**config.mk**
```make
export PLATFORM = sky130hd
export DESIGN_NAME = gmsa_lane
export DESIGN_NICKNAME = d
export VERILOG_FILES = /design/src/hdl/gmsa_pkg.sv /design/src/hdl/gmsa_lane.sv
export SDC_FILE = /design/constraint.sdc
export NUM_CORES = 2
export LEC_CHECK = 0
export ABC_CLOCK_PERIOD_IN_PS = 22100
export BUFFER_PORTS_ARGS = -buffer_cell sky130_fd_sc_hd__clkbuf_2
export CAP_MARGIN = 40
export CORE_ASPECT_RATIO = 1.25
export CORE_MARGIN = 10
export CORE_UTILIZATION = 63
export CTS_BUF_LIST = sky130_fd_sc_hd__clkbuf_16
export DETAILED_ROUTE_END_ITERATION = 10
export PLACE_DENSITY = 0.8
export SYNTH_ARGS = -nofsm -noshare
export SYNTH_HDL_FRONTEND = slang
export SYNTH_SLANG_ARGS = --single-unit
```
**constraint.sdc**
```tcl
create_clock -name clk -period 22.1 [get_ports clk]
set_input_delay 2.21 -clock clk [delete_from_list [all_inputs] [get_ports clk]]
set_output_delay 2.21 -clock clk [all_outputs]
set_load 0.02 [all_outputs]
```
**src/hdl/gmsa_pkg.sv**
```systemverilog
// Shared types, constants and status codes for the grouped statistics unit.
package gmsa_pkg;

  localparam int SUM_W = 40;
  localparam int SQ_W  = 62;
  localparam int VAL_W = 24;
  localparam int NLANE = 4;

  localparam logic [1:0] ST_OK    = 2'd0;
  localparam logic [1:0] ST_RANGE = 2'd1;
  localparam logic [1:0] ST_FULL  = 2'd2;

  localparam logic OP_ACC   = 1'b0;
  localparam logic OP_QUERY = 1'b1;

  localparam logic CFG_ZONE_BASE = 1'b0;
  localparam logic CFG_CELL_BASE = 1'b1;

  typedef logic signed [SUM_W-1:0] sum_t;
  typedef logic [SQ_W-1:0] sq_t;

  // Handshake from the top level to the lane statistics units.
  typedef struct packed {
    logic        start;
    logic [16:0] count;
  } lane_ctl_t;

  typedef struct packed {
    logic signed [VAL_W-1:0] mean;
    logic [VAL_W-1:0]        sd;
  } lane_res_t;

endpackage

```
**src/hdl/gmsa_lane.sv**
```systemverilog
// One statistics lane: takes one element's sum and sum of squares and computes its mean and deviation.
module gmsa_lane import gmsa_pkg::*; (
  input  logic      clk,
  input  logic      rst,
  input  lane_ctl_t ctl,
  input  sum_t      sum,
  input  sq_t       sumsq,
  output logic      done,
  output lane_res_t res
);

  // Phases of the lane sequencer.
  localparam logic [2:0] P_IDLE = 3'd0;
  localparam logic [2:0] P_MUL  = 3'd1;
  localparam logic [2:0] P_SUB  = 3'd2;
  localparam logic [2:0] P_DIV  = 3'd3;
  localparam logic [2:0] P_SQRT = 3'd4;

  logic [2:0]   phase;
  logic [6:0]   step;
  logic [16:0]  n;
  logic [31:0]  nn;
  logic [39:0]  smag;
  logic         sneg;
  logic [61:0]  sq;
  logic [79:0]  p_a;
  logic [79:0]  p_b;
  logic [80:0]  num;
  logic [32:0]  rem;
  logic [63:0]  quo;
  logic [39:0]  mrem;
  logic [39:0]  mquo;
  logic [63:0]  rv;
  logic [63:0]  rr;
  logic [63:0]  rbit;
  logic         ovf;

  logic [32:0]  rem_sh;
  logic [40:0]  mrem_sh;
  logic [63:0]  rtry;

  assign rem_sh  = {rem[31:0], num[80]};
  assign mrem_sh = {mrem, mquo[39]};
  assign rtry    = rr + rbit;

  // Both products are shift-and-add, one bit per step: n*sq over the 17 bits of n, and
  // the 40x40 square s*s alongside it.
  always_ff @(posedge clk) begin
    if (rst) begin
      phase <= P_IDLE;
      done  <= 1'b0;
    end else begin
      done <= 1'b0;
      case (phase)
        P_IDLE: begin
          if (ctl.start) begin
            n     <= ctl.count;
            nn    <= 32'(ctl.count) * 32'(ctl.count);
            sneg  <= sum[SUM_W-1];
            smag  <= sum[SUM_W-1] ? 40'(-sum) : 40'(sum);
            sq    <= sumsq;
            p_a   <= '0;
            p_b   <= '0;
            step  <= '0;
            phase <= P_MUL;
          end
        end
        P_MUL: begin
          // one bit of s*s per cycle, and one bit of n*sq over the 17 bits of n
          if (step < 7'd17 && n[step[4:0]])
            p_a <= p_a + (80'(sq) << step);
          if (smag[step[5:0]])
            p_b <= p_b + (80'(smag) << step);
          step <= step + 7'd1;
          if (step == 7'd39) phase <= P_SUB;
        end
        P_SUB: begin
          num   <= (p_a >= p_b) ? 81'(p_a - p_b) : '0;
          rem   <= '0;
          quo   <= '0;
          mrem  <= '0;
          mquo  <= smag;
          ovf   <= 1'b0;
          step  <= '0;
          phase <= P_DIV;
        end
        P_DIV: begin
          // restoring divides: variance by n*n and mean by n, one bit a cycle
          num <= num << 1;
          if (rem_sh >= 33'(nn)) begin
            rem <= rem_sh - 33'(nn);
            if (step < 7'd17 && 1'b1) ovf <= 1'b1;
            quo <= {quo[62:0], 1'b1};
          end else begin
            rem <= rem_sh;
            quo <= {quo[62:0], 1'b0};
          end
          if (step < 7'd40) begin
            mquo <= {mquo[38:0], (mrem_sh >= 41'(n))};
            mrem <= (mrem_sh >= 41'(n)) ? 40'(mrem_sh - 41'(n)) : mrem_sh[39:0];
          end
          step <= step + 7'd1;
          if (step == 7'd80) begin
            phase <= P_SQRT;
          end
        end
        P_SQRT: begin
          if (step == 7'd81) begin
            rv   <= ovf ? '1 : quo;
            rr   <= '0;
            rbit <= 64'd1 << 62;
            step <= '0;
          end else begin
            if (rbit != '0) begin
              if (rv >= rtry) begin
                rv <= rv - rtry;
                rr <= (rr >> 1) + rbit;
              end else begin
                rr <= rr >> 1;
              end
              rbit <= rbit >> 2;
            end else begin
              res.mean <= sneg ? VAL_W'(-mquo) : VAL_W'(mquo);
              res.sd   <= rr[VAL_W-1:0];
              done     <= 1'b1;
              phase    <= P_IDLE;
            end
          end
        end
        default: phase <= P_IDLE;
      endcase
    end
  end

endmodule

```
==> results.yml <==
sta:
  finalWorstSetupSlack_ns: 13.60
  max_freq_mhz: 117.6
  rsz0062_at_grt: "false"
  skew_ns: 0.02764
  worstMarginPinSlew_ns: 0.9476
  finalHoldViolations: 0
  tns_ns: 0
  slew_headroom: 0.3683
  period_minus_slack_ns: 8.505
  slew_violations: 0
  fin_crit_sh: 0.3848
  finalSetupViolCount: 0
setup_path:
  r2r_slack_ns: 13.60
  critPathBufInv: 1
  worstSetupPathType: "reg -> reg"
  crit_top_cell: "o21ai_0"
  cp.arrival_ns: 8.94
  path_cells: "ha_1, a21o_1, a31oi_1, o21ai_0, a311oi_1, a211o_1, o31a_1, o21ai_1, a2111oi_0, nor3_1, and3_1, o21ai_0, xor2_1, ha_1, nand4_1, or3_1, nor4_1, nand2b_1, o31ai_1, a31o_2, buf_4, o21ai_0, xor2_1, nor2_1"
  worstPathMaxFanout: 79
  cpPeakStageDelay_ns: 0.64
  reg2reg_depth: 24
  r2r-end: "rr[59]"
  rr_startpoint: "rbit[2]"
  cp-start-kind: "flip-flop"
  critical_path.top_delay_family: "compound AO/OA/AOI/OAI gates"
  end_kind: "flip-flop"
  crit_required_ns: 22.54
  cp_slowest_cell: "a311oi_1"
clock_network:
  numCtsBuffers: 88
  clkSlewWorstSetupHoldPaths_ns: 0.07
  insertion_delay_ns: 0.72
  cts_setup_buffers: 0
  holdBufCountCts: 0
  cts_tree: "yes"
  cts_buffer_depth: 3
  cts_root_buf: "clkbuf_16"
  cts-htree-levels: 3
  cts_sinks: 787
  cts_resized: 0
min_path:
  hold_end: "mquo[30]"
  hold_class: "reg -> reg"
  hold_depth: 2
  worstHoldStart: "mquo[29]"
power:
  power_density_nw_per_um2: 125.9
  seqPwrFrac: 0.237
  p_leak_uw: 0.03126
  p_sw_uw: 4418
  comb_power_share: 0.600
  irDropWorstVdd_mv: 0.1781
  p_clk_frac: 0.163
  power.internal_uw: 5097
  p_sw_frac: 0.4643
detailed_routing:
  vias: 60980
  drc_errors: 0
  drt-initial-drc-count: 6348
  routed.top_layer: "met5"
  detail_route.wl_per_cell_um: 23.75
  detail-route-antenna-nets: 0
  wl_met3_um: 17010
  finalWirelength_um: 220500
  dr.pass1.iters: 6
  viasPerCell: 6.569
  wl_met1_um: 85870
  wl_met2_um: 102600
floorplan:
  start_util: 0.6338
  fp.dieH_um: 394.3
  pin_count: 171
  die_w_um: 319.4
  rows: 137
  core_area_um2: 111400
  die_area_um2: 126000
place:
  place.port_buffers: 170
  place_area_um2: 72590
  place_ws_ns: 13.02
  dp_hpwl_um: 171700
  gp_congestion: 1.028
global_route:
  globalRouteOverflowTotal: 0
  grt_util_all_layers: 0.3391
  grt_max_degree: 134
  antenna_found_initial: 2
  first_global_vias: 59400
  grt_pass1_wl_um: 338600
yosys:
  yosys_warnings: 0
  synth_top_area_frac: 0.3330
  yosys.cell_types.count: 94
  syn_nets: 8660
  syn_area_um2: 70610
  async_flop_share: 0
  synth-seq-cells: 787
  syn_area_per_cell_um2: 9.033
  synth_edf_count: 783
  ys.flop_type: "edfxtp_1"
  syn_inst: 7817
  synth.most_common_cell: "nand2_1"
  synth_top_area_cell: "edfxtp_1"
  yosysSeqAreaShare: 0.3341
  synth.top_cells.by_area: "edfxtp_1 (33%), ha_1 (9.3%), fa_1 (5.6%)"
  yosys-top-cells-count: "nand2_1 (840), edfxtp_1 (783), nor2_1 (769), a21oi_1 (565), ha_1 (524)"
final_layout:
  fin_area_um2: 75580
  areaGrowthSynthToFinish_pct: 7.040
  drive_gt1_frac: 0.07759
  final_nets: 8592
run_status:
  status: "finished clean"
flow_run:
  drv_cap: 0
-- power groups by stage --
stage          registers, µW  clock network [µW]  logic (µW)
2_1_floorplan           2200                   0        4120
3_3_place_gp            2270                   0        5390
3_5_place_dp            2280                   0        5540
4_1_cts                 2250                1560        5580
5_1_grt                 2260                1620        6240
6_report                2260                1550        5710
-- worst max-delay path by stage --
| stage | start | endpoint | cells past startpoint |
|---|---|---|---|
| after CTS | ctl[5] | nn[31] | 25 |
| after global routing | rbit[2] | rr[59] | 24 |
| final | rbit[2] | rr[59] | 24 |
| after floorplan | rst | rv[0] | 3 |
| after detailed placement | ctl[5] | nn[31] | 25 |
| after global placement | ctl[6] | nn[31] | 25 |
-- worst min-delay path: stages (launching register included) --
cell,delay [ns]
edfxtp_1,0.33
nand2_1,0.05
nand2_1,0.04
-- placed cells by master (no fill, tap or decap), types with 102 or more instances in the layout --
cell type,instances
nand2_1,837
a21oi_1,564
ha_1,524
clkbuf_2,171
and2_1,129
and3_1,102
a21o_1,246
fa_1,197
xor2_1,218
inv_1,529
o21ai_0,494
nand4_1,132
xnor2_1,335
nor2_1,767
nor3_1,136
mux2i_1,120
edfxtp_1,783
a31oi_1,110
-- cell families after synthesis --
logic type | synth area share
multiplexers | 0.05082
flip-flops | 0.3341
adder cells (fa/ha/maj) | 0.1487
AND/OR/NAND/NOR | 0.1638
buffers and inverters | 0.05038
XOR/XNOR | 0.06859
AO/OA/AOI/OAI | 0.1836
-- flip-flops by register name (all words and copies together) (netlist names), 3 cells and up --
| name | cells |
|---|---|
| sq | 62 |
| res | 48 |
| rbit | 32 |
| nn | 30 |
| mrem | 40 |
| rem | 32 |
| rr | 64 |
| step | 7 |
| quo | 64 |
| smag | 40 |
| num | 81 |
| p_b | 80 |
| mquo | 40 |
| n | 17 |
| p_a | 80 |
| phase | 3 |
| rv | 64 |
-- metrics by stage --
stage	instances	power (µW)	utilization	hold slack (ns)
finish	9284	9515	0.6784	0.5111
floorplan	7817	6319	-	0.4334
detailed placement	9117	7817	0.6515	0.4664
global route	9282	10120	0.6783	0.5134
global placement	9100	7666	0.6491	0.4646
CTS	9281	9391	0.6783	0.5029
-- per-layer routing --
layer  global-route usage  vias to the layer above
li1                     -                    28100
met5                    0                        -
met1               0.4230                    29300
met4               0.2023                        2
met2               0.5586                     2959
met3              0.04649                      625
-- cell type report --
type / count / area, µm²
fillers: 8886 / 35840
inverters: 527 / 1991
clock inverters: 75 / 752.0
diodes: 2 / 5.005
repair buffers: 253 / 1633
clock buffers: 89 / 2227
well taps: 1459 / 1826
multi-input cells: 6092 / 43560
flip-flops and latches: 787 / 23590
(Power assumes the default switching activity.)
